--- src/rtl/nnsag_pkg.sv ---
package nnsag_pkg;

  localparam int MAX_DIM      = 4096;
  localparam int DIM_W        = 13;
  localparam int COORD_W      = 12;
  localparam int PITCH_W      = 16;
  localparam int BPP_W        = 3;
  localparam int OFFSET_W     = 28;
  localparam int CFG_IDX_W    = 3;
  localparam int CFG_DATA_W   = 16;
  localparam int PIX_BYTES_24 = 3;
  localparam int BITS_PER_BYTE = 8;

  typedef enum logic [CFG_IDX_W-1:0] {
    REG_SRC_WIDTH  = 3'd0,
    REG_SRC_HEIGHT = 3'd1,
    REG_DST_WIDTH  = 3'd2,
    REG_DST_HEIGHT = 3'd3,
    REG_SRC_PITCH  = 3'd4,
    REG_DST_PITCH  = 3'd5,
    REG_BPP        = 3'd6
  } reg_idx_t;

  // controller -> datapath
  typedef struct packed {
    logic clear;        // restart: zero walk state, active if dst size nonzero
    logic deactivate;
    logic col_advance;  // add src_width to col_error, next dst column
    logic row_advance;  // new row: clear column walk, add src_height to row_error
    logic col_sub;
    logic row_sub;
    logic load_out;
  } nnsag_cmd_t;

  // datapath -> controller
  typedef struct packed {
    logic active;
    logic dst_zero;
    logic col_wrap;     // next dst column reaches dst_width
    logic row_end;      // next dst row reaches dst_height
    logic col_ge;
    logic row_ge;
    logic out_free;
  } nnsag_status_t;

  function automatic logic [DIM_W-1:0] clamp_dim(input logic [CFG_DATA_W-1:0] v);
    logic [DIM_W-1:0] d;
    d = v[DIM_W-1:0];
    if (32'(d) > MAX_DIM) begin
      clamp_dim = DIM_W'(MAX_DIM);
    end else begin
      clamp_dim = d;
    end
  endfunction

endpackage

--- src/rtl/nnsag_ctrl.sv ---
module nnsag_ctrl (
  input  logic                   clk,
  input  logic                   rst,
  input  logic                   in_valid,
  output logic                   in_ready,
  input  logic                   restart,
  input  nnsag_pkg::nnsag_status_t sts,
  output nnsag_pkg::nnsag_cmd_t    cmd
);
  import nnsag_pkg::*;

  typedef enum logic [1:0] {
    IDLE,
    COL_STEP,
    ROW_STEP,
    EMIT
  } state_t;

  state_t state;
  state_t state_next;

  assign in_ready = (state == IDLE);

  always_comb begin
    cmd        = '0;
    state_next = state;
    unique case (state)
      IDLE: begin
        if (in_valid) begin
          priority if (restart) begin
            cmd.clear  = 1'b1;
            state_next = sts.dst_zero ? IDLE : EMIT;
          end else if (!sts.active) begin
            state_next = IDLE;
          end else if (sts.dst_zero) begin
            cmd.deactivate = 1'b1;
          end else if (!sts.col_wrap) begin
            cmd.col_advance = 1'b1;
            state_next      = COL_STEP;
          end else if (sts.row_end) begin
            cmd.deactivate = 1'b1;
          end else begin
            cmd.row_advance = 1'b1;
            state_next      = ROW_STEP;
          end
        end
      end
      COL_STEP: begin
        if (sts.col_ge) begin
          cmd.col_sub = 1'b1;
        end else begin
          state_next = EMIT;
        end
      end
      ROW_STEP: begin
        if (sts.row_ge) begin
          cmd.row_sub = 1'b1;
        end else begin
          state_next = EMIT;
        end
      end
      EMIT: begin
        if (sts.out_free) begin
          cmd.load_out = 1'b1;
          state_next   = IDLE;
        end
      end
      default: state_next = IDLE;
    endcase
  end

  always_ff @(posedge clk) begin
    if (rst) begin
      state <= IDLE;
    end else begin
      state <= state_next;
    end
  end

endmodule

--- src/rtl/nnsag_datapath.sv ---
module nnsag_datapath (
  input  logic                                  clk,
  input  logic                                  rst,
  input  logic                                  cfg_wr_en,
  input  logic [nnsag_pkg::CFG_IDX_W-1:0]       cfg_index,
  input  logic [nnsag_pkg::CFG_DATA_W-1:0]      cfg_data,
  input  nnsag_pkg::nnsag_cmd_t                 cmd,
  output nnsag_pkg::nnsag_status_t              sts,
  output logic                                  out_valid,
  input  logic                                  out_ready,
  output logic [nnsag_pkg::COORD_W-1:0]         src_col,
  output logic [nnsag_pkg::COORD_W-1:0]         src_row,
  output logic [nnsag_pkg::COORD_W-1:0]         dst_col,
  output logic [nnsag_pkg::COORD_W-1:0]         dst_row,
  output logic [nnsag_pkg::OFFSET_W-1:0]        src_offset,
  output logic [nnsag_pkg::OFFSET_W-1:0]        dst_offset,
  output logic                                  last
);
  import nnsag_pkg::*;

  logic [DIM_W-1:0]   src_width, src_height, dst_width, dst_height;
  logic [PITCH_W-1:0] src_pitch, dst_pitch;
  logic [BPP_W-1:0]   bytes_per_pixel;

  logic [DIM_W-1:0]   col_error, row_error;
  logic [COORD_W-1:0] cur_src_col, cur_src_row, cur_dst_col, cur_dst_row;
  logic               active;

  logic [DIM_W-1:0]   next_col, next_row;
  logic [DIM_W:0]     col_sum, row_sum;
  logic               last_now;
  logic [OFFSET_W:0]  src_off_full, dst_off_full;

  assign next_col = {1'b0, cur_dst_col} + DIM_W'(1);
  assign next_row = {1'b0, cur_dst_row} + DIM_W'(1);
  assign col_sum  = {1'b0, col_error} + {1'b0, src_width};
  assign row_sum  = {1'b0, row_error} + {1'b0, src_height};
  assign last_now = (next_col >= dst_width) && (next_row >= dst_height);

  assign src_off_full = (OFFSET_W+1)'(cur_src_row * src_pitch)
                      + (OFFSET_W+1)'(cur_src_col * bytes_per_pixel);
  assign dst_off_full = (OFFSET_W+1)'(cur_dst_row * dst_pitch)
                      + (OFFSET_W+1)'(cur_dst_col * bytes_per_pixel);

  assign sts.active   = active;
  assign sts.dst_zero = (dst_width == '0) || (dst_height == '0);
  assign sts.col_wrap = next_col >= dst_width;
  assign sts.row_end  = next_row >= dst_height;
  assign sts.col_ge   = col_error >= dst_width;
  assign sts.row_ge   = row_error >= dst_height;
  assign sts.out_free = !out_valid || out_ready;

  // configuration registers
  always_ff @(posedge clk) begin
    if (rst) begin
      src_width       <= '0;
      src_height      <= '0;
      dst_width       <= '0;
      dst_height      <= '0;
      src_pitch       <= '0;
      dst_pitch       <= '0;
      bytes_per_pixel <= BPP_W'(1);
    end else if (cfg_wr_en) begin
      unique case (cfg_index)
        REG_SRC_WIDTH:  src_width       <= clamp_dim(cfg_data);
        REG_SRC_HEIGHT: src_height      <= clamp_dim(cfg_data);
        REG_DST_WIDTH:  dst_width       <= clamp_dim(cfg_data);
        REG_DST_HEIGHT: dst_height      <= clamp_dim(cfg_data);
        REG_SRC_PITCH:  src_pitch       <= cfg_data[PITCH_W-1:0];
        REG_DST_PITCH:  dst_pitch       <= cfg_data[PITCH_W-1:0];
        REG_BPP:        bytes_per_pixel <= cfg_data[BPP_W-1:0];
        default: ;
      endcase
    end
  end

  // walk state
  always_ff @(posedge clk) begin
    if (rst) begin
      col_error   <= '0;
      row_error   <= '0;
      cur_src_col <= '0;
      cur_src_row <= '0;
      cur_dst_col <= '0;
      cur_dst_row <= '0;
      active      <= 1'b0;
    end else begin
      if (cmd.clear) begin
        col_error   <= '0;
        row_error   <= '0;
        cur_src_col <= '0;
        cur_src_row <= '0;
        cur_dst_col <= '0;
        cur_dst_row <= '0;
        active      <= !sts.dst_zero;
      end
      if (cmd.deactivate) begin
        active <= 1'b0;
      end
      if (cmd.col_advance) begin
        col_error   <= col_sum[DIM_W-1:0];
        cur_dst_col <= next_col[COORD_W-1:0];
      end
      if (cmd.row_advance) begin
        col_error   <= '0;
        cur_src_col <= '0;
        cur_dst_col <= '0;
        row_error   <= row_sum[DIM_W-1:0];
        cur_dst_row <= next_row[COORD_W-1:0];
      end
      if (cmd.col_sub) begin
        col_error   <= col_error - dst_width;
        cur_src_col <= cur_src_col + COORD_W'(1);
      end
      if (cmd.row_sub) begin
        row_error   <= row_error - dst_height;
        cur_src_row <= cur_src_row + COORD_W'(1);
      end
      if (cmd.load_out && last_now) begin
        active <= 1'b0;
      end
    end
  end

  // output register
  always_ff @(posedge clk) begin
    if (rst) begin
      out_valid <= 1'b0;
    end else if (cmd.load_out) begin
      out_valid <= 1'b1;
    end else if (out_ready) begin
      out_valid <= 1'b0;
    end
  end

  always_ff @(posedge clk) begin
    if (cmd.load_out) begin
      src_col    <= cur_src_col;
      src_row    <= cur_src_row;
      dst_col    <= cur_dst_col;
      dst_row    <= cur_dst_row;
      src_offset <= src_off_full[OFFSET_W-1:0];
      dst_offset <= dst_off_full[OFFSET_W-1:0];
      last       <= last_now;
    end
  end

endmodule

--- src/rtl/nearest_neighbor_scale_addr_gen.sv ---
// Nearest-neighbor stretch-blit address generator.
// Steps: restart goes from IDLE to EMIT; advance goes through COL_STEP or ROW_STEP, doing k
//   error-accumulator subtracts (about src/dst ratio), one a cycle, then EMIT loads the result.
// Throughput: one transaction at a time; the next is taken once the result is registered,
//   the output register lets it proceed while that result waits.
// Reset (rst, synchronous): idle, walk state zero, registers zero except bytes_per_pixel = 1.
module nearest_neighbor_scale_addr_gen (
  input  logic                               clk,
  input  logic                               rst,
  input  logic                               cfg_wr_en,
  input  logic [nnsag_pkg::CFG_IDX_W-1:0]    cfg_index,
  input  logic [nnsag_pkg::CFG_DATA_W-1:0]   cfg_data,
  input  logic                               in_valid,
  output logic                               in_ready,
  input  logic                               restart,
  output logic                               out_valid,
  input  logic                               out_ready,
  output logic [nnsag_pkg::COORD_W-1:0]      src_col,
  output logic [nnsag_pkg::COORD_W-1:0]      src_row,
  output logic [nnsag_pkg::COORD_W-1:0]      dst_col,
  output logic [nnsag_pkg::COORD_W-1:0]      dst_row,
  output logic [nnsag_pkg::OFFSET_W-1:0]     src_offset,
  output logic [nnsag_pkg::OFFSET_W-1:0]     dst_offset,
  output logic                               last
);
  import nnsag_pkg::*;

  nnsag_cmd_t    cmd;
  nnsag_status_t sts;

  nnsag_ctrl u_ctrl (
    .clk      (clk),
    .rst      (rst),
    .in_valid (in_valid),
    .in_ready (in_ready),
    .restart  (restart),
    .sts      (sts),
    .cmd      (cmd)
  );

  nnsag_datapath u_datapath (
    .clk        (clk),
    .rst        (rst),
    .cfg_wr_en  (cfg_wr_en),
    .cfg_index  (cfg_index),
    .cfg_data   (cfg_data),
    .cmd        (cmd),
    .sts        (sts),
    .out_valid  (out_valid),
    .out_ready  (out_ready),
    .src_col    (src_col),
    .src_row    (src_row),
    .dst_col    (dst_col),
    .dst_row    (dst_row),
    .src_offset (src_offset),
    .dst_offset (dst_offset),
    .last       (last)
  );

endmodule
--- config.mk ---
export PLATFORM = sky130hd
export DESIGN_NAME = nearest_neighbor_scale_addr_gen
export DESIGN_NICKNAME = d
export VERILOG_FILES = /design/src/rtl/nnsag_pkg.sv /design/src/rtl/nnsag_ctrl.sv /design/src/rtl/nnsag_datapath.sv /design/src/rtl/nearest_neighbor_scale_addr_gen.sv
export SDC_FILE = /design/constraint.sdc
export NUM_CORES = 2
export LEC_CHECK = 0
export BUFFER_PORTS_ARGS = -buffer_cell sky130_fd_sc_hd__buf_2
export CAP_MARGIN = 5
export CORE_ASPECT_RATIO = 1.75
export CORE_MARGIN = 2
export CORE_UTILIZATION = 50
export CTS_CLUSTER_DIAMETER = 200
export CTS_CLUSTER_SIZE = 40
export DETAILED_ROUTE_END_ITERATION = 16
export GPL_TIMING_DRIVEN = 0
export PLACE_DENSITY = 0.66
export SLEW_MARGIN = 10
export SYNTH_ARGS = -nofsm -noshare
export SYNTH_HDL_FRONTEND = slang
export SYNTH_SLANG_ARGS = --single-unit
--- constraint.sdc ---
create_clock -name clk -period 9.2 [get_ports clk]
set_clock_uncertainty 0.2 [all_clocks]
set_input_delay 1.84 -clock clk [delete_from_list [all_inputs] [get_ports clk]]
set_output_delay 1.84 -clock clk [all_outputs]
set_load 0.01 [all_outputs]
; Yosys cells after proc, flatten, opt, wreduce, memory -nomap -nowiden
; Cells that the tools add are included.
[totals]
latchBits = 0
rom_bits = 0
in_bits = 25
register_bits = 270
out_inout_bits = 107
elab_cells = 128
ramBits = 0
n_memories = 0
[op_classes]
addsub = 10
n_mux = 44
magnitude_cmp = 5
n_shift = 0
bitwise = 0
multipliers = 4
div = 0
n_reduce_logical = 27
eq_ne = 15
[op_table]
columns = op, n
row1 = 13-bit two-way mux, 7
row2 = 12-bit two-way mux, 6
row3 = 28-bit by 15-bit adder with 28-bit output, 2
row4 = 12-bit by 16-bit multiplier with 28-bit output, 2
row5 = 13-bit >= comparator, 4
row6 = 12-bit by 3-bit multiplier with 15-bit output, 2
row7 = "12-bit by 1-bit adder with 13-bit output, second input constant", 2
row8 = 13-bit adder, 2
row9 = 13-bit logical NOT, 2
row10 = 13-bit subtractor, 2
row11 = "12-bit by 1-bit adder with 12-bit output, second input constant", 2
row12 = 2-bit two-way mux, 11
row13 = 1-bit two-way mux, 15
row14 = 2-bit AND reduction, 7
row15 = "13-bit greater-than comparator, second input constant", 1
row16 = "3-bit equality test, second input constant", 3
row17 = 4-bit two-way mux, 2
row18 = "2-bit != test, second input constant", 4
row19 = 2-bit case mux with 4 select lines, 1
row20 = 2-bit nonzero test, 4
row21 = "3-bit by 2-bit equality test with 1-bit output, second input constant", 2
row22 = 3-bit two-way mux, 2
row23 = 6-bit AND reduction, 1
row24 = 3-bit nonzero test, 2
row25 = 13 further kinds, 17

; Longest topological paths before layout
[logic_depth]
depth_word = 13
depth_mapped = 23
ltp_nobuf = 21

; Modules after synthesis
; From an unflattened synthesis, not the netlist that was laid out.
[hier_totals]
hier_cells = 3127
area_unflattened_um2 = 28378.5
[modules_own_cells]
columns = mod, seq_area_each_um2, area_each_um2, instances, cells_each
row1 = nnsag_datapath, 6416.2, 28094.4, 1, 3093
row2 = nnsag_ctrl, 40.0, 284.0, 1, 34

; Least setup slack after synthesis
; Ideal clock, no wire load.
[synth_path]
path_type = input to register
startpoint = input port out_ready
endpoint = register u_datapath.active
t_arrival_ns = 7.033
required_time_ns = 8.863
setup_ns = 0.137
n_path_buf = 0
slack_ns = 1.830
stages = 4
path_cell_list = nor2b_1 -> nor2b_1 -> nand2b_1 -> a2111oi_0
[synth_lines]
columns = item, line_no
row1 = "start, declared", nearest_neighbor_scale_addr_gen.sv:17  ; input logic out_ready,
row2 = "end signal, assigned", nnsag_datapath.sv:95  ; active <= !sts.dst_zero;
row3 = "end, declared", nnsag_datapath.sv:27  ; logic active;

; Worst setup path after layout
[layout_path]
startpoint = register u_datapath.cur_src_row[9]
endpoint = register u_datapath.src_offset[24] (netlist name) (data pin)
[layout_via]
elab_chain_len = 2
[layout_rtl]
columns = item, line_no
row1 = "start, declared", nnsag_datapath.sv:26  ; logic [COORD_W-1:0] cur_src_col, cur_src_row, cur_dst_col, cur_dst_row;
row2 = "start signal, assigned", nnsag_datapath.sv:117  ; cur_src_row <= cur_src_row + COORD_W'(1);
row3 = 12-bit by 16-bit multiplier with 28-bit output, nnsag_datapath.sv:40  ; assign src_off_full = (OFFSET_W+1)'(cur_src_row * src_pitch)
row4 = 28-bit by 15-bit adder with 28-bit output, nnsag_datapath.sv:41  ; + (OFFSET_W+1)'(cur_src_col * bytes_per_pixel);
row5 = named net u_datapath.src_off_full[24], nnsag_datapath.sv:32  ; logic [OFFSET_W:0] src_off_full, dst_off_full;
row6 = "end signal, assigned", nnsag_datapath.sv:142  ; src_offset <= src_off_full[OFFSET_W-1:0];
row7 = "end, declared", nnsag_datapath.sv:15  ; output logic [nnsag_pkg::OFFSET_W-1:0] src_offset,
; The timed path passes the listed nets, and every way through them passes these cells.
; A chain may end at the register's enable or synchronous reset.

==> results.sh <==
export IMPL_outcome="finished clean"
export IMPL_dieArea_um2=58200
export IMPL_tightest_slew_ns=1.03
export IMPL_cts_setup_buffers=0
export IMPL_wirelength_mm=80.8
export IMPL_peakVddDrop_mv=0.103
export IMPL_clockRootBuffer="clkbuf_16"
export IMPL_h_tree_depth=1
export IMPL_timing_rr_start="u_datapath.cur_src_row[9]"
export IMPL_ios=132
export IMPL_placed_cells=3939
export IMPL_worstSetupStartpointType="flop"
export IMPL_hold_path_class="reg2reg"
export IMPL_grt_first_pass_wirelength_mm=126
export IMPL_core_um2=55800
export IMPL_startpoint="u_datapath.cur_src_row[9]"
export IMPL_insertion_delay_ns=0.55
export IMPL_grt_overflow_total=0
export IMPL_drtIter0Drc=1197
export IMPL_max_cap_violations=0
export IMPL_final_cells=3955
export IMPL_cp_arrival_ns=8.12
export IMPL_min_delay_start="u_datapath.cur_src_row[10]"
export IMPL_criticalPathCategory="reg2reg"
export IMPL_io_buffers=131
export IMPL_crit_fanout=10
export IMPL_hpwl_mm=68.8
export IMPL_grt_pass1_vias=23500
export IMPL_power_density_nw_per_um2=96.0
export IMPL_drv_slew=0
export IMPL_postSynthAreaPerCell_um2=9.05
export IMPL_finalPower_w=0.00288
export IMPL_drive_gt1_share_pct=5.35
export IMPL_ys_flop_type="dfxtp_1"
export IMPL_numClockSinks=270
export IMPL_num_vias=22000
export IMPL_synthDistinctLibCells=71
export IMPL_yosys_warnings=0
export IMPL_fin_crit_ns=7.99
export IMPL_hold_viol=0
export IMPL_required_ns=9.33
export IMPL_synth_seq_cells=270
export IMPL_fin_hold_ws_ns=0.260
export IMPL_slew_headroom_pct=31.1
export IMPL_ys_async_sr_fraction_pct=0
export IMPL_grt_max_degree=42
export IMPL_cts_made_buffers=10
export IMPL_yosysSeqAreaShare_pct=23.0
export IMPL_cp_end_kind="flop"
export IMPL_n_antenna_cell=0
export IMPL_place_gp_congestion=0.956
export IMPL_p_leak_nw=14.5
export IMPL_rows=115
export IMPL_syn_to_final_growth_pct=6.87
export IMPL_postCtsResizedCells=0
export IMPL_syn_nets=3747
export IMPL_final_util_pct=53.8
export IMPL_post_place_ws_ns=1.19
export IMPL_nNetsFinal=3894
export IMPL_grt_usage_pct=28.2
export IMPL_postCtsHoldBufs=0
export IMPL_synth_edf_count=105
export IMPL_cts_tree="done"
export IMPL_ant_nets=0
export IMPL_rsz0062_at_grt="false"
export IMPL_antenna_found_initial=3
export IMPL_die_w_um=183
export IMPL_cts_buffer_depth=3
export IMPL_fmax_mhz=125
export IMPL_clkTransAtPathRegs_ns=0.16
export IMPL_vias_per_cell=5.57
export IMPL_setup_viol=0
export IMPL_die_y_um=318
export IMPL_firstDrtPassIters=5
export IMPL_final_period_utilization_pct=86.9
export IMPL_wl_per_cell_um=20.4
export IMPL_syn_area_um2=28100
export IMPL_timing_final_ws_setup_ns=1.21
export IMPL_synthCells=3102
export IMPL_drc=0
export IMPL_initial_utilization_pct=50.3
## cells by family after synthesis
family | Yosys count | synth area share, %
buf+inv | 615 | 8.25
fa+ha+maj | 620 | 37.1
compound gates | 440 | 9.68
mux | 6 | 0.218
flops | 270 | 23.0
xor+xnor | 101 | 3.15
simple gates | 1050 | 18.6
## state kept, by name (all words and copies together), names as in the netlist, 13 cells and up
register and count:
u_datapath.src_pitch 16, u_datapath.src_offset 28, u_datapath.dst_width 13, u_datapath.src_height 13, u_datapath.dst_pitch 16, u_datapath.src_width 13, u_datapath.dst_offset 28, u_datapath.dst_height 13
u_datapath.col_error 13, u_datapath.row_error 13
## worst paths after layout
| check | slack (ns) | depth (start not counted) | endpoint |
|---|---|---|---|
| worst max-delay path | 1.21 | 21 | u_datapath.src_offset[24] |
| worst min-delay path | 0.26 | 0 | u_datapath.src_row[10] |
| worst max register to register | 1.21 | 21 | u_datapath.src_offset[24] |
| worst min register to register | 0.26 | 0 | u_datapath.src_row[10] |
## power by group
| group | total, W | internal [W] | switching [W] |
|---|---|---|---|
| clock network | 0.000630 | 0.000227 | 0.000403 |
| registers | 0.00133 | 0.00128 | 0.0000534 |
| logic | 0.000917 | 0.000348 | 0.000569 |
| total | 0.00288 | 0.00186 | 0.00103 |
## cell type report
cell class                 instances  area, um^2
tap                              702         878
multi-input combinational       2217       19300
inverter                         476        1790
fill                            5209       25800
timing repair buffer             135         743
clock inverter                     1        11.3
buffer                           139         531
clock buffer                      15         290
sequential                       270        6460
## worst max-delay path, cell delays in order, from the launching register on
cell      delay [ns]
dfxtp_1         0.39
clkbuf_1        0.54
clkbuf_1        0.69
nand2_1         0.18
fa_1            0.57
inv_1           0.06
fa_1            0.62
fa_1            0.45
fa_1            0.41
fa_1            0.51
inv_1           0.05
fa_1            0.48
inv_1           0.04
ha_1            0.25
clkbuf_1        0.19
and4_1          0.28
a221oi_1        0.44
a21oi_1         0.17
o31ai_1         0.73
o21ai_0         0.18
a21oi_1         0.23
xnor2_1         0.09
## metal layers
metal  global-route usage, %  share of wire [%]  wire, um  up-vias
met1                    27.7                 34     27100    10900
met5                       0              0.033        27        -
met2                    54.8                 55     44100      607
li1                        -                  -         -    10200
met3                    2.34                3.3      2630      248
met4                    19.5                8.5      6870        6
## synthesized netlist by cell type (4+ instances only)
master,number,share of area (%)
nor2_1,95,1.3
o21ai_0,70,1.2
a21o_1,32,0.86
nand4_1,15,0.33
nand3b_1,24,0.64
o21a_1,19,0.51
nor4_1,6,0.13
a211oi_1,19,0.51
and2_1,291,6.5
and3_1,36,0.80
o211ai_1,8,0.21
nor3_1,38,0.68
ha_1,266,12
a222oi_1,4,0.14
nand3_1,53,0.94
dfxtp_1,165,12
nand2_1,419,5.6
clkbuf_1,131,1.8
edfxtp_1,105,11
o31ai_1,7,0.19
fa_1,354,25
o21bai_1,7,0.19
or2_2,6,0.13
nand2b_1,17,0.38
inv_1,476,6.4
xor2_1,39,1.2
a221oi_1,7,0.22
mux2i_1,5,0.18
nor2b_1,28,0.62
a22oi_1,6,0.16
a21oi_1,202,3.6
buf_2,4,0.071
xnor2_1,62,1.9
or3_1,11,0.25
a31oi_1,14,0.31
## metrics by stage
step | setup TNS, ns | instance area [um^2]
after floorplan | 0 | 28100
after global placement | -101.63 | 29600
after detailed placement | 0 | 29700
after CTS | 0 | 30000
after global routing | 0 | 30000
final | 0 | 30000
## layout by cell type, fill, tap and decap left out, types with 7 or more instances in the layout
master	instances
o21a_1	19
or3_1	11
o21ai_0	70
nand3_1	53
a21o_1	32
a31oi_1	14
nand3b_1	24
xor2_1	39
o21bai_1	7
xnor2_1	62
o31ai_1	7
buf_2	135
clkbuf_16	11
nand2b_1	17
fa_1	354
nand4_1	15
nor2_1	95
a21oi_1	202
dfxtp_1	165
a211oi_1	19
clkbuf_1	135
nor2b_1	27
nand2_1	419
and3_1	36
inv_1	476
ha_1	266
edfxtp_1	105
a221oi_1	7
nor3_1	38
and2_1	291
o211ai_1	8
Note: power is estimated with default switching activity, not from simulation.
